<file path="config.mk">
export PLATFORM = sky130hd
export DESIGN_NAME = nmea_gll_position_parser
export DESIGN_NICKNAME = d
export VERILOG_FILES = /design/src/rtl/nmgll_pkg.sv /design/src/rtl/nmgll_in_stage.sv /design/src/rtl/nmgll_parse.sv /design/src/rtl/nmgll_out_reg.sv /design/src/rtl/nmea_gll_position_parser.sv
export SDC_FILE = /design/constraint.sdc
export NUM_CORES = 1
export LEC_CHECK = 0
export ABC_CLOCK_PERIOD_IN_PS = 16000
export CORE_ASPECT_RATIO = 0.6
export CORE_MARGIN = 2
export CORE_UTILIZATION = 30
export CTS_CLUSTER_SIZE = 40
export DETAILED_ROUTE_END_ITERATION = 6
export DONT_BUFFER_PORTS = 1
export SYNTH_ARGS = -nofsm -noshare
export SYNTH_HDL_FRONTEND = slang
export SYNTH_SLANG_ARGS = --single-unit
export TNS_END_PERCENT = 1
</file>
<file path="constraint.sdc">
create_clock -name clk_i -period 16 [get_ports clk_i]
set_input_delay 2.4 -clock clk_i [delete_from_list [all_inputs] [get_ports clk_i]]
set_output_delay 2.4 -clock clk_i [all_outputs]
set_load 0.02 [all_outputs]
</file>
<file path="src/rtl/nmgll_pkg.sv">
// Package for the GLL position parser: phase codes, ASCII codes, field sizes
// and the decimal place-value table. Used by every module under rtl/.
`default_nettype none

package nmgll_pkg;

  localparam int unsigned LAT_INT_DIGITS = 4;
  localparam int unsigned LON_INT_DIGITS = 5;
  localparam int unsigned FRAC_DIGITS    = 5;

  localparam int unsigned LAT_LEN = LAT_INT_DIGITS + FRAC_DIGITS;
  localparam int unsigned LON_LEN = LON_INT_DIGITS + FRAC_DIGITS;

  localparam int unsigned LAT_W  = 30;
  localparam int unsigned LON_W  = 34;
  localparam int unsigned CNT_W  = 4;
  localparam int unsigned BYTE_W = 8;

  localparam logic [LAT_W-1:0] LAT_MAX = LAT_W'(999999999);

  localparam logic [BYTE_W-1:0] ASCII_ZERO   = 8'd48;
  localparam logic [BYTE_W-1:0] ASCII_NINE   = 8'd57;
  localparam logic [BYTE_W-1:0] ASCII_DOLLAR = 8'h24;
  localparam logic [BYTE_W-1:0] ASCII_G      = 8'h47;
  localparam logic [BYTE_W-1:0] ASCII_P      = 8'h50;
  localparam logic [BYTE_W-1:0] ASCII_L      = 8'h4C;
  localparam logic [BYTE_W-1:0] ASCII_COMMA  = 8'h2C;
  localparam logic [BYTE_W-1:0] ASCII_N      = 8'h4E;

  typedef enum logic [10:0] {
    PH_HUNT = 11'b000_0000_0001,
    PH_HDR1 = 11'b000_0000_0010,
    PH_HDR2 = 11'b000_0000_0100,
    PH_HDR3 = 11'b000_0000_1000,
    PH_HDR4 = 11'b000_0001_0000,
    PH_HDR5 = 11'b000_0010_0000,
    PH_HDR6 = 11'b000_0100_0000,
    PH_LAT  = 11'b000_1000_0000,
    PH_HEMI = 11'b001_0000_0000,
    PH_SEP  = 11'b010_0000_0000,
    PH_LON  = 11'b100_0000_0000
  } phase_e;

  typedef struct packed {
    logic [LON_W-1:0] longitude_fixed;
    logic [LAT_W-1:0] latitude_fixed;
  } position_t;

  // Place value of a digit position counted from the least significant end.
  function automatic logic [LON_W-1:0] pow10(input logic [CNT_W-1:0] idx);
    logic [LON_W-1:0] val;
    case (idx)
      4'd0:    val = LON_W'(1);
      4'd1:    val = LON_W'(10);
      4'd2:    val = LON_W'(100);
      4'd3:    val = LON_W'(1000);
      4'd4:    val = LON_W'(10000);
      4'd5:    val = LON_W'(100000);
      4'd6:    val = LON_W'(1000000);
      4'd7:    val = LON_W'(10000000);
      4'd8:    val = LON_W'(100000000);
      4'd9:    val = LON_W'(1000000000);
      default: val = '0;
    endcase
    return val;
  endfunction

endpackage

`default_nettype wire

</file>
<file path="src/rtl/nmgll_in_stage.sv">
// Input register for the received byte stream.
// Depends on nmgll_pkg for the byte width.
`default_nettype none

module nmgll_in_stage (
  input  wire logic                         clk_i,
  input  wire logic                         rst_ni,
  input  wire logic                         valid_i,
  output logic                              ready_o,
  input  wire logic [nmgll_pkg::BYTE_W-1:0] byte_i,
  output logic                              valid_o,
  input  wire logic                         take_i,
  output logic [nmgll_pkg::BYTE_W-1:0]      byte_o
);
  import nmgll_pkg::*;

  logic              valid_q, valid_d;
  logic [BYTE_W-1:0] byte_q;

  // Refill in the same cycle the held byte moves on.
  assign ready_o = !valid_q || take_i;
  assign valid_d = (valid_i && ready_o) || (valid_q && !take_i);

  always_ff @(posedge clk_i or negedge rst_ni) begin
    if (!rst_ni) begin
      valid_q <= 1'b0;
    end else begin
      valid_q <= valid_d;
    end
  end

  always_ff @(posedge clk_i) begin
    if (valid_i && ready_o) begin
      byte_q <= byte_i;
    end
  end

  assign valid_o = valid_q;
  assign byte_o  = byte_q;

endmodule

`default_nettype wire

</file>
<file path="src/rtl/nmgll_parse.sv">
// Sentence parser: header match, field digit accumulation and result forming.
// Depends on nmgll_pkg for phase codes, ASCII codes and the place-value table.
`default_nettype none

module nmgll_parse (
  input  wire logic                         clk_i,
  input  wire logic                         rst_ni,
  input  wire logic                         fire_i,
  input  wire logic [nmgll_pkg::BYTE_W-1:0] byte_i,
  output logic                              res_valid_o,
  output nmgll_pkg::position_t              res_o
);
  import nmgll_pkg::*;

  phase_e           phase_q, phase_d;
  logic [LAT_W-1:0] lat_q, lat_d;
  logic [LON_W-1:0] lon_q, lon_d;
  logic [CNT_W-1:0] cnt_q, cnt_d;

  logic              is_digit;
  logic              is_comma;
  logic [3:0]        digit;
  logic [CNT_W-1:0]  field_len;
  logic [CNT_W-1:0]  place_idx;
  logic              room;
  logic [LON_W+3:0]  term_full;
  logic [LON_W-1:0]  term;

  assign is_digit  = byte_i inside {[ASCII_ZERO:ASCII_NINE]};
  assign is_comma  = (byte_i == ASCII_COMMA);
  assign digit     = 4'(byte_i - ASCII_ZERO);
  assign field_len = (phase_q == PH_LAT) ? CNT_W'(LAT_LEN) : CNT_W'(LON_LEN);
  assign room      = (cnt_q < field_len);
  // Weight each digit by its final place so the trailing zero padding is implicit.
  assign place_idx = field_len - cnt_q - CNT_W'(1);
  assign term_full = digit * pow10(place_idx);
  assign term      = term_full[LON_W-1:0];

  always_comb begin
    phase_d = phase_q;
    lat_d   = lat_q;
    lon_d   = lon_q;
    cnt_d   = cnt_q;
    case (phase_q)
      PH_HUNT: phase_d = (byte_i == ASCII_DOLLAR) ? PH_HDR1 : PH_HUNT;
      PH_HDR1: phase_d = (byte_i == ASCII_G) ? PH_HDR2 : PH_HUNT;
      PH_HDR2: phase_d = (byte_i == ASCII_P) ? PH_HDR3 : PH_HUNT;
      PH_HDR3: phase_d = (byte_i == ASCII_G) ? PH_HDR4 : PH_HUNT;
      PH_HDR4: phase_d = (byte_i == ASCII_L) ? PH_HDR5 : PH_HUNT;
      PH_HDR5: phase_d = (byte_i == ASCII_L) ? PH_HDR6 : PH_HUNT;
      PH_HDR6: begin
        if (is_comma) begin
          phase_d = PH_LAT;
          lat_d   = '0;
          lon_d   = '0;
          cnt_d   = '0;
        end else begin
          phase_d = PH_HUNT;
        end
      end
      PH_LAT: begin
        if (is_comma) begin
          phase_d = PH_HEMI;
          cnt_d   = '0;
        end else if (is_digit && room) begin
          lat_d = lat_q + term[LAT_W-1:0];
          cnt_d = cnt_q + CNT_W'(1);
        end
      end
      PH_HEMI: phase_d = (byte_i == ASCII_N) ? PH_SEP : PH_HUNT;
      PH_SEP: begin
        if (is_comma) begin
          phase_d = PH_LON;
          lon_d   = '0;
          cnt_d   = '0;
        end else begin
          phase_d = PH_HUNT;
        end
      end
      PH_LON: begin
        if (is_comma) begin
          phase_d = PH_HUNT;
          cnt_d   = '0;
        end else if (is_digit && room) begin
          lon_d = lon_q + term;
          cnt_d = cnt_q + CNT_W'(1);
        end
      end
      default: phase_d = PH_HUNT;
    endcase
  end

  always_ff @(posedge clk_i or negedge rst_ni) begin
    if (!rst_ni) begin
      phase_q <= PH_HUNT;
      lat_q   <= '0;
      lon_q   <= '0;
      cnt_q   <= '0;
    end else if (fire_i) begin
      phase_q <= phase_d;
      lat_q   <= lat_d;
      lon_q   <= lon_d;
      cnt_q   <= cnt_d;
    end
  end

  assign res_valid_o           = fire_i && (phase_q == PH_LON) && is_comma;
  assign res_o.latitude_fixed  = lat_q;
  assign res_o.longitude_fixed = lon_q;

  a_hunt_after_result : assert property (@(posedge clk_i) disable iff (!rst_ni)
    res_valid_o |=> (phase_q == PH_HUNT))
    else $error("parser did not return to the hunt after a result");

  a_lat_count_bound : assert property (@(posedge clk_i) disable iff (!rst_ni)
    (phase_q == PH_LAT) |-> (cnt_q <= CNT_W'(LAT_LEN)))
    else $error("latitude digit count beyond field length");

  a_lon_count_bound : assert property (@(posedge clk_i) disable iff (!rst_ni)
    (phase_q == PH_LON) |-> (cnt_q <= CNT_W'(LON_LEN)))
    else $error("longitude digit count beyond field length");

  a_lat_range : assert property (@(posedge clk_i) disable iff (!rst_ni)
    lat_q <= LAT_MAX)
    else $error("latitude accumulator out of range");

  a_hold_when_idle : assert property (@(posedge clk_i) disable iff (!rst_ni)
    !fire_i |=> $stable(phase_q) && $stable(cnt_q))
    else $error("parser state moved without a byte");

endmodule

`default_nettype wire

</file>
<file path="src/rtl/nmgll_out_reg.sv">
// Result register that holds one position until the downstream side takes it.
// Depends on nmgll_pkg for the position record.
`default_nettype none

module nmgll_out_reg (
  input  wire logic                 clk_i,
  input  wire logic                 rst_ni,
  input  wire logic                 load_i,
  input  wire nmgll_pkg::position_t res_i,
  output logic                      can_load_o,
  output logic                      valid_o,
  input  wire logic                 ready_i,
  output nmgll_pkg::position_t      res_o
);
  import nmgll_pkg::*;

  logic      valid_q, valid_d;
  position_t res_q;

  assign can_load_o = !valid_q || ready_i;
  assign valid_d    = load_i || (valid_q && !ready_i);

  always_ff @(posedge clk_i or negedge rst_ni) begin
    if (!rst_ni) begin
      valid_q <= 1'b0;
    end else begin
      valid_q <= valid_d;
    end
  end

  always_ff @(posedge clk_i) begin
    if (load_i) begin
      res_q <= res_i;
    end
  end

  assign valid_o = valid_q;
  assign res_o   = res_q;

endmodule

`default_nettype wire

</file>
<file path="src/rtl/nmea_gll_position_parser.sv">
// GLL position parser, top level: takes one NMEA byte per transaction on the
// slave stream and delivers each parsed latitude/longitude pair on the master
// stream. It sustains one byte per clock while no result waits in the output
// register; a byte is registered in the input stage, parsed by the single-pass
// parse stage, and its result (if any) is registered in the output register.
// While a result waits in the output register, the input stalls until the
// master side takes it. Both values are unsigned, scaled by 1e5 (ddmm.mmmmm and
// dddmm.mmmmm); missing trailing digits count as zero, extra digits are dropped.
// Depends on nmgll_pkg, nmgll_in_stage, nmgll_parse and nmgll_out_reg.
`default_nettype none

module nmea_gll_position_parser (
  input  wire logic        clk_i,
  input  wire logic        rst_ni,
  input  wire logic        s_axis_tvalid,
  output logic             s_axis_tready,
  input  wire logic [7:0]  s_axis_tdata,   // [7:0] rx_byte
  output logic             m_axis_tvalid,
  input  wire logic        m_axis_tready,
  output logic [63:0]      m_axis_tdata    // [29:0] latitude_fixed, [63:30] longitude_fixed
);
  import nmgll_pkg::*;

  logic              in_valid;
  logic [BYTE_W-1:0] in_byte;
  logic              can_load;
  logic              fire;
  logic              res_valid;
  position_t         res;
  position_t         out_res;

  nmgll_in_stage u_in_stage (
    .clk_i   (clk_i),
    .rst_ni  (rst_ni),
    .valid_i (s_axis_tvalid),
    .ready_o (s_axis_tready),
    .byte_i  (s_axis_tdata),
    .valid_o (in_valid),
    .take_i  (fire),
    .byte_o  (in_byte)
  );

  // Advance a byte only when a possible result has somewhere to go.
  assign fire = in_valid && can_load;

  nmgll_parse u_parse (
    .clk_i       (clk_i),
    .rst_ni      (rst_ni),
    .fire_i      (fire),
    .byte_i      (in_byte),
    .res_valid_o (res_valid),
    .res_o       (res)
  );

  nmgll_out_reg u_out_reg (
    .clk_i      (clk_i),
    .rst_ni     (rst_ni),
    .load_i     (res_valid),
    .res_i      (res),
    .can_load_o (can_load),
    .valid_o    (m_axis_tvalid),
    .ready_i    (m_axis_tready),
    .res_o      (out_res)
  );

  assign m_axis_tdata = {out_res.longitude_fixed, out_res.latitude_fixed};

endmodule

`default_nettype wire
</file>
# Word level (Yosys, flattened, before mapping)
# Memories as Yosys holds them, arrays and structs flattened.
# Cells that the tools add are included.
[word_totals] n_memories=1 mem_bits_ro=480 reg_bits=153 word_cells=96 inputBits=12
[classes] mux=25 n_lt_le_gt_ge=3 n_mul=1 n_addsub=6 n_reduce_logical=25 eq_ne=26
[mem_list] memory="(no name shown)" words=16 width=30 read_ports=1 rd_ports_with_merged_regs=0 wr=0 line="nmgll_pkg.sv:52" source="case (idx)"
[ops] operator="11-bit case mux with 11 select lines" n=1
[ops] operator="34-bit 2-to-1 mux" n=3
[ops] operator="30-bit 2-to-1 mux" n=3
[ops] operator="34-bit case mux with 2 select lines" n=1
[ops] operator="30-bit case mux with 2 select lines" n=1
[ops] operator="34-bit adder" n=1
[ops] operator="4-bit by 34-bit multiplier with 34-bit output" n=1
[ops] operator="11-bit 2-to-1 mux" n=3
[ops] operator="8-bit by 7-bit equality test with 1-bit output, second input constant" n=4
[ops] operator="30-bit adder" n=1
[ops] operator="8-bit by 6-bit equality test with 1-bit output, second input constant" n=2
[ops] operator="4-bit 2-to-1 mux" n=4
[ops] operator="11-bit by 1-bit equality test with 1-bit output, second input constant" n=1
[ops] operator="11-bit by 10-bit equality test with 1-bit output, second input constant" n=1
[ops] operator="11-bit equality test, second input constant" n=1
[ops] operator="11-bit by 2-bit equality test with 1-bit output, second input constant" n=1
[ops] operator="11-bit by 3-bit equality test with 1-bit output, second input constant" n=1
[ops] operator="11-bit by 4-bit equality test with 1-bit output, second input constant" n=1
[ops] operator="11-bit by 5-bit equality test with 1-bit output, second input constant" n=1
[ops] operator="11-bit by 6-bit equality test with 1-bit output, second input constant" n=1
[ops] operator="11-bit by 7-bit equality test with 1-bit output, second input constant" n=1
[ops] operator="11-bit by 8-bit equality test with 1-bit output, second input constant" n=1
[ops] operator="11-bit by 9-bit equality test with 1-bit output, second input constant" n=1
[ops] operator="10-bit 2-to-1 mux" n=1
[ops] operator="24 further kinds" n=49

# Logic depth before layout (Yosys ltp)
# Gate-level depths: netlist of the first run.
# An unclocked memory read counts as a cell.
[depth] word_depth=10 mapped_depth=40

# Cells and area by module
# Synthesis of the first run repeated with hierarchy kept, for this count alone.
[unflattened] cells_unflattened=1343 hier_area_um2=12584.6
[by_module_without_submodules] mod="nmgll_parse" area_per_inst_um2=10314.9 instances=1 cells_each=1263
[by_module_without_submodules] mod="nmgll_out_reg" area_per_inst_um2=1969.4 instances=1 cells_each=67
[by_module_without_submodules] mod="nmgll_in_stage" area_per_inst_um2=294.0 instances=1 cells_each=12
[by_module_without_submodules] mod="nmea_gll_position_parser" area_per_inst_um2=6.3 instances=1 cells_each=1

# Worst setup path after synthesis of the first run
# Ideal clock, no wire load.
[synth_path] path_type="register -> register" from="register u_parse.phase_q[1]" to="register u_parse.lat_q[29]" setup_slack_ns=7.514 arrival_ns=8.422 required_time_ns=15.936 path_stages_with_launch=35 period_less_slack_ns=8.486 path_cell_list="dfrtp_1 nor4_2 nor3b_1 nand3b_2 inv_2 buf_2 ha_1 fa_1 clkbuf_1 nor4_1 nor2_1 nor2b_1 fa_1 inv_1 fa_1 inv_1 ha_1 a211oi_1 nand3b_1 nor3_1 o21bai_1 a2111oi_0 nor2_1 xnor2_1 ha_1 a21o_1 a21oi_1 o21ai_0 a221o_1 a21oi_2 o21ai_1 o41ai_2 or3b_4 a2111oi_4 a21o_1"
[synth_between] elab_chain_len=10 elab_cells_between_ends=18
[synth_rtl] element="start: declaration" line="nmgll_parse.sv:15" source="phase_e phase_q, phase_d;"
[synth_rtl] element="start signal: assignment" line="nmgll_parse.sv:100" source="phase_q <= phase_d;"
[synth_rtl] element="11-bit by 8-bit equality test with 1-bit output" line="nmgll_parse.sv:32, nmgll_parse.sv:44"
[synth_rtl] element="2-bit 2-to-1 mux" line="nmgll_parse.sv:32" source="assign field_len = (phase_q == PH_LAT) ? CNT_W'(LAT_LEN) : CNT_W'(LON_LEN);"
[synth_rtl] element="4-bit subtractor" line="nmgll_parse.sv:35" source="assign place_idx = field_len - cnt_q - CNT_W'(1);"
[synth_rtl] element="4-bit by 1-bit subtractor with 4-bit output" line="nmgll_parse.sv:35"
[synth_rtl] element="memory read 16 x 30 bit"
[synth_rtl] element="4-bit by 34-bit multiplier with 34-bit output" line="nmgll_parse.sv:36" source="assign term_full = digit * pow10(place_idx);"
[synth_rtl] element="30-bit adder" line="nmgll_parse.sv:66" source="lat_d = lat_q + term[LAT_W-1:0];"
[synth_rtl] element="30-bit 2-to-1 mux" line="nmgll_parse.sv:65" source="end else if (is_digit && room) begin"
[synth_rtl] element="30-bit 2-to-1 mux" line="nmgll_parse.sv:62" source="if (is_comma) begin"
[synth_rtl] element="30-bit case mux with 2 select lines" line="nmgll_parse.sv:44" source="case (phase_q)"
[synth_rtl] element="end signal: assignment" line="nmgll_parse.sv:101" source="lat_q <= lat_d;"
[synth_rtl] element="end: declaration" line="nmgll_parse.sv:16" source="logic [LAT_W-1:0] lat_q, lat_d;"
# Parallel ways exist; a longest one is shown, timed or not. The select of a mux whose other input is x is not followed.
# A chain may end at the register's enable or synchronous reset.

# Worst setup path after layout of the first run
# Same ends and word-level chain as after synthesis.

==> flow_metrics.env, run 1 <==
export IMPL_pwr_share_comb_pct=32.2
export IMPL_ys_ff_latch=153
export IMPL_clock_path_buffers=2
export IMPL_met1_length_um=16700
export IMPL_whs_path_depth=0
export IMPL_max_slew_margin_rel_pct=27.3
export IMPL_highest_signal_layer="met4"
export IMPL_worstMarginPinSlew_ns=1.08
export IMPL_cp_depth=32
export IMPL_stdcell_count=1943
export IMPL_final_setup_tns_ns=0
export IMPL_cts_buffers=17
export IMPL_placed_area_mm2=0.0133
export IMPL_dp_cells=1910
export IMPL_worstSetupPathType="reg -> reg"
export IMPL_rows=58
export IMPL_fin_area_mm2=0.0138
export IMPL_htreeDepth=4
export IMPL_final_setup_viol_count=0
export IMPL_reg2reg_depth=32
export IMPL_antenna_found_initial=0
export IMPL_cp_start_kind="flip-flop"
export IMPL_yosysMostFrequentCell="nand2_1"
export IMPL_final_antenna_net_count=0
export IMPL_period_needed_ns=10.50
export IMPL_dr_pass1_iters=7
export IMPL_dieHeight_um=163
export IMPL_slew_violations=0
export IMPL_hold_path_class="reg -> reg"
export IMPL_nets=1536
export IMPL_status="complete, no violations"
export IMPL_drt_wl_total_um=32600
export IMPL_cts_root_buf="clkbuf_16"
export IMPL_clock_latency_ns=0.44
export IMPL_ys_warn_count=0
export IMPL_grt_max_degree=82
export IMPL_cp_slowest_cell="nor4_1"
export IMPL_drt_iter0_drc=875
export IMPL_wl_met3_um=2300
export IMPL_critPathCaptureType="flip-flop"
export IMPL_initial_core_util_pct=30.3
export IMPL_fin_skew_ns=0.0153
export IMPL_powerDensity_mw_per_mm2=86.1
export IMPL_gp_congestion=0.929
export IMPL_p_sw_uw=406
export IMPL_grt_first_pass_wirelength_um=52300
export IMPL_crit_buf_inv=3
export IMPL_required_ns=16.38
export IMPL_power_leakage_uw=0.00628
export IMPL_cap_violations=0
export IMPL_met2_length_um=13200
export IMPL_synthToLayoutAreaGrowth_pct=9.55
export IMPL_avgSynthCellArea_um2=9.21
export IMPL_synth_fp_nets=1546
export IMPL_yosysSeqAreaShare_pct=33.3
export IMPL_swShare_pct=34.1
export IMPL_syn_area_mm2=0.0126
export IMPL_max_freq_mhz=95.2
export IMPL_cpPeakStageDelay_ns=1.00
export IMPL_cp_data_arrival_time_ns=10.88
export IMPL_detail_route_wl_per_cell_um=16.8
export IMPL_rsz0062_at_grt="no"
export IMPL_path_max_fanout=17
export IMPL_layout_drive_gt1_share_pct=4.37
export IMPL_fin_crit_sh_pct=65.6
export IMPL_yosys_area_top_type="edfxtp_1"
export IMPL_cts_tree="yes"
export IMPL_fp_dieW_um=269
export IMPL_whs_ns=0.486
export IMPL_fill_cells=4319
export IMPL_vdd_ir_drop_max_mv=0.0708
export IMPL_power_internal_uw=783
export IMPL_ys_types=75
export IMPL_vias=9947
export IMPL_synth_edf_count=72
export IMPL_pin_count=78
export IMPL_grt_pass1_vias=9436
export IMPL_drc=0
export IMPL_final_hold_viol_count=0
export IMPL_p_clk_share_pct=32.7
export IMPL_finalPower_uw=1190
export IMPL_crit_family="simple AND/OR/NAND/NOR gates"
export IMPL_postCtsSetupBuffers=0
export IMPL_place_hpwl_um=25200
export IMPL_synth_area_leaders="edfxtp_1, dfrtp_1, ha_1"
export IMPL_grt_usage_pct=15.2
export IMPL_clock_sinks=153
export IMPL_hold_buffers=0
export IMPL_syn_inst=1369
export IMPL_synth_ff_type="dfrtp_1"
export IMPL_die_area_mm2=0.0437
export IMPL_post_cts_resized=0
export IMPL_async_flop_share_pct=52.9
export IMPL_synth_top_cell_area_share_pct=17.2
export IMPL_coreArea_mm2=0.0417
export IMPL_grt_overflow_total=0
export IMPL_viasPerCell=5.12
export IMPL_clkTransAtPathRegs_ns=0.07
export IMPL_seqPwrFrac_pct=35.1
export IMPL_synth_commonest_cells="nand2_1, inv_1, ha_1"
export IMPL_portBuffers=0
==> power by group through the flow <==
stage,sequential (uW),combinational (uW),clock (uW)
detailed placement,425,377,0
floorplan,422,301,0
global placement,425,371,0
CTS,417,380,395
finish,417,383,389
global route,417,427,410
==> sequential cells by signal, summed over array words and instances (netlist names) <==
| register | flops |
|---|---|
| u_in_stage.byte_o | 8 |
| u_parse.phase_q | 11 |
| u_out_reg.res_o | 64 |
| u_parse.lat_q | 30 |
| u_parse.cnt_q | 4 |
| u_in_stage.valid_o | 1 |
| u_out_reg.valid_o | 1 |
| u_parse.lon_q | 34 |
==> worst reg2reg max path, delay by kind of cell (launching register included) <==
kind,cells,cell delay [ns]
compound gates,12,3.01
xor+xnor,1,0.26
fa+ha+maj,6,2.38
buf+inv,3,0.67
flops,1,0.46
simple gates,10,3.65
==> path summary, 6_finish.rpt <==
| check | from | slack, ns | end |
|---|---|---|---|
| hold reg to reg | u_parse.lon_q[33]$_DFFE_PN0P_ | 0.49 | u_out_reg.res_o[63]$_DFFE_PP_ |
| min in group asynchronous | rst_ni | 1.64 | u_parse.lon_q[33]$_DFFE_PN0P_ |
| setup reg to reg | u_parse.phase_q[1]$_DFFE_PN0P_ | 5.50 | u_parse.lat_q[29]$_DFFE_PN0P_ |
| max in group asynchronous | rst_ni | 14.08 | u_parse.phase_q[0]$_DFFE_PN1P_ |
| setup / recovery | u_parse.phase_q[1]$_DFFE_PN0P_ | 5.50 | u_parse.lat_q[29]$_DFFE_PN0P_ |
| hold / removal | u_parse.lon_q[33]$_DFFE_PN0P_ | 0.49 | u_out_reg.res_o[63]$_DFFE_PP_ |
==> per-layer routing <==
metal	vias to the layer above	GRT usage [%]
met3	26	3.48
met1	4809	23.2
met4	0	3.71
met5	-	0
li1	4779	-
met2	333	21.3
==> stage by stage <==
step / setup slack (ns) / util [%]
2_1_floorplan: 7.51 / -
3_5_place_dp: 5.67 / 31.8
5_1_grt: 4.68 / 33.1
6_report: 5.50 / 33.1
3_3_place_gp: 6.10 / 31.8
4_1_cts: 5.62 / 33.1
==> logic make-up (layout without fill, tap and decap cells) <==
family,count (synthesis),in the layout,share of synthesized area (%)
buffers and inverters,174,177,5.19
DFF,153,153,33.3
adders and majority gates,165,165,20.0
xor gates and xnor gates,86,86,5.98
other,0,1,0
AOI/OAI and AO/OA,358,358,18.2
and+or+nand+nor,433,433,17.4
==> cell usage in the layout, fill, tap and decap left out, drive strengths merged, types with 20 or more instances in the layout <==
cell    instances
dfrtp          80
fa             60
clkbuf         21
nand2         150
and3           28
edfxtp         72
o31ai          20
ha            105
and2           52
nor3           22
nor2           64
xnor2          54
a21o           37
o21ai         108
a21oi          90
inv           138
xor2           32
nor2b          24
==> layout make-up <==
class                      instances  area (um2)  share of cell area (%)
antenna                            1        2.50                  0.0181
clock buffer                      21         450                    3.26
clock inverter                    11        98.8                   0.716
inverter                         137         514                    3.72
multi-input combinational       1042        7780                    56.3
sequential                       153        4190                    30.4
tap                              570         713                    5.17
timing repair buffer               8        60.1                   0.435
Note: power is estimated with default switching activity, not from simulation.
==> run 2, diff against run 1 <==
Settings changed: ABC_AREA set to 1, ABC_CLOCK_PERIOD_IN_PS 16000 to 9800.
Clock period 16 ns to 9.8 ns, I/O delays scaled along.
==> run 2 against run 1 <==
Net effect: sequential cell count stayed put; largest cell class unchanged; critical endpoint is now u_parse.lon_q[21]$_DFFE_PN0P_; die area up 8.5%; largest power group is now clock; via count is 21% higher.
==> flow_metrics.env, run 2 <==
export IMPL_status="complete, no violations"
export IMPL_antenna_cells=0
export IMPL_critPathLaunch="u_parse.phase_q[4]$_DFFE_PN0P_"
export IMPL_grt_usage_pct=18.1
export IMPL_nets=1980
export IMPL_critPathCaptureType="flip-flop"
export IMPL_portBuffers=0
export IMPL_final_cell_mix="nand2_1, inv_1, nor2_1, a21oi_1, ha_1"
export IMPL_die_area_mm2=0.0474
export IMPL_grt_max_degree=82
export IMPL_dr_pass1_iters=5
export IMPL_yosysMostFrequentCell="nand2_1"
export IMPL_rows=60
export IMPL_final_hold_viol_count=0
export IMPL_worstMarginPinSlew_ns=1.06
export IMPL_cts_buffers=17
export IMPL_yosys_area_top_type="edfxtp_1"
export IMPL_required_ns=10.17
export IMPL_postCtsSetupBuffers=0
export IMPL_path_max_fanout=7
export IMPL_final_antenna_net_count=0
export IMPL_synth_edf_count=72
export IMPL_fp_dieW_um=280
export IMPL_cap_violations=0
export IMPL_clock_sinks=153
export IMPL_final_setup_tns_ns=0
export IMPL_finalWorstSetupSlack_ns=1.59
export IMPL_power_leakage_uw=0.00685
export IMPL_clkTransAtPathRegs_ns=0.07
export IMPL_max_freq_mhz=122
export IMPL_cp_slowest_cell="xor2_1"
export IMPL_pre_cts_ws_ns=1.89
export IMPL_cp_data_arrival_time_ns=8.58
export IMPL_clock_latency_ns=0.45
export IMPL_ys_warn_count=0
export IMPL_hold_path_class="reg -> reg"
export IMPL_grt_pass1_vias=11200
export IMPL_yosysSeqAreaShare_pct=30.6
export IMPL_slew_violations=0
export IMPL_detail_route_wl_per_cell_um=17.5
export IMPL_cts_root_buf="clkbuf_16"
export IMPL_pin_count=78
export IMPL_initial_core_util_pct=30.5
export IMPL_coreArea_mm2=0.0449
export IMPL_async_flop_share_pct=52.9
export IMPL_reg2reg_depth=32
export IMPL_drt_wl_total_um=42100
export IMPL_grt_overflow_total=0
export IMPL_crit_family="adder cells"
export IMPL_max_slew_margin_rel_pct=28.9
export IMPL_syn_inst=1802
export IMPL_vias=12000
export IMPL_reg2reg_slack_ns=1.59
export IMPL_dieHeight_um=169
export IMPL_period_needed_ns=8.21
export IMPL_post_cts_resized=0
export IMPL_hold_buffers=0
export IMPL_layout_drive_gt1_share_pct=5.40
export IMPL_crit_buf_inv=6
export IMPL_synth_fp_nets=1979
export IMPL_vdd_ir_drop_max_mv=0.0838
export IMPL_gp_congestion=0.929
export IMPL_r2r_end="u_parse.lon_q[21]$_DFFE_PN0P_"
export IMPL_synth_top_cell_area_share_pct=15.8
export IMPL_drt_iter0_drc=1521
export IMPL_clock_path_buffers=2
export IMPL_cp_start_kind="flip-flop"
export IMPL_synth_commonest_cells="nand2_1, inv_1, nor2_1"
export IMPL_cts_tree="yes"
export IMPL_avgSynthCellArea_um2=7.60
export IMPL_cpPeakStageDelay_ns=0.74
export IMPL_viasPerCell=4.99
export IMPL_ys_ff_latch=153
export IMPL_place_hpwl_um=34700
export IMPL_largest_reg_flops=64
export IMPL_rsz0062_at_grt="no"
export IMPL_fin_crit_sh_pct=83.7
export IMPL_powerDensity_mw_per_mm2=140
export IMPL_fin_skew_ns=0.00949
export IMPL_syn_area_mm2=0.0137
export IMPL_ys_types=56
export IMPL_endpoint="u_parse.lon_q[21]$_DFFE_PN0P_"
export IMPL_grt_first_pass_wirelength_um=65800
export IMPL_r2r_start="u_parse.phase_q[4]$_DFFE_PN0P_"
export IMPL_synth_ff_type="dfrtp_1"
export IMPL_antenna_found_initial=0
export IMPL_worstSetupPathType="reg -> reg"
export IMPL_drc=0
export IMPL_synth_area_leaders="edfxtp_1, dfrtp_1, nand2_1"
export IMPL_cp_depth=32
export IMPL_hp_start="u_parse.lon_q[31]$_DFFE_PN0P_"
export IMPL_final_setup_viol_count=0
export IMPL_synthToLayoutAreaGrowth_pct=9.03
export IMPL_final_common_cell="nand2_1"
export IMPL_htreeDepth=4
[run 2: cell count changes after synthesis, moves of 28 or more]
| cell | previous run | this run |
|---|---|---|
| nor2_1 | 64 | 230 |
| clkbuf_1 | 35 | 7 |
| a21oi_1 | 89 | 133 |
| xnor2_1 | 54 | 26 |
| nand2_1 | 150 | 406 |
| inv_1 | 136 | 270 |
| and2_1 | 52 | 1 |
| nand3_1 | 19 | 72 |
[run 2: layout make-up]
cell class                 count  area (um2)
clock buffer                  19         443
fill                        4710       30000
clock inverter                13         183
multi-input combinational   1348        8310
inverter                     282        1060
timing repair buffer           1        7.51
tap                          589         737
sequential                   153        4190
[run 2: through the flow]
stage | utilization (%) | hold slack [ns] | power, uW | area [um2] | std cells
after floorplan | - | 0.453 | 1150 | 13700 | 1802
after global placement | 31.9 | 0.472 | 1340 | 14300 | 2373
after detailed placement | 31.9 | 0.471 | 1350 | 14300 | 2373
after CTS | 33.2 | 0.489 | 2080 | 14900 | 2405
after global routing | 33.2 | 0.498 | 2190 | 14900 | 2405
final | 33.2 | 0.489 | 2090 | 14900 | 2405
[run 2: power breakdown]
part / internal (uW) / switching, uW
Clock: 418 / 311
Sequential: 674 / 6.93
Combinational: 198 / 480
[run 2: logic make-up after synthesis]
| group | share of synthesized area [%] |
|---|---|
| AOI/OAI and AO/OA | 13.9 |
| buffers and inverters | 8.77 |
| and+or+nand+nor | 24.7 |
| xor gates and xnor gates | 3.58 |
| adders and majority gates | 18.4 |
| DFF | 30.6 |
[run 2: how the worst min path moves through the flow]
stage,endpoint,cells after the start
floorplan,u_out_reg.res_o[10]$_DFFE_PP_,0
global placement,u_out_reg.res_o[30]$_DFFE_PP_,0
detailed placement,u_out_reg.res_o[61]$_DFFE_PP_,0
CTS,u_out_reg.res_o[61]$_DFFE_PP_,0
global route,u_out_reg.res_o[61]$_DFFE_PP_,0
finish,u_out_reg.res_o[61]$_DFFE_PP_,0
[run 2: per-layer routing]
metal	GRT usage (%)	wire [um]
met1	29.7	22800
met2	23.0	15000
met3	4.31	3710
met4	3.32	496
met5	0	0
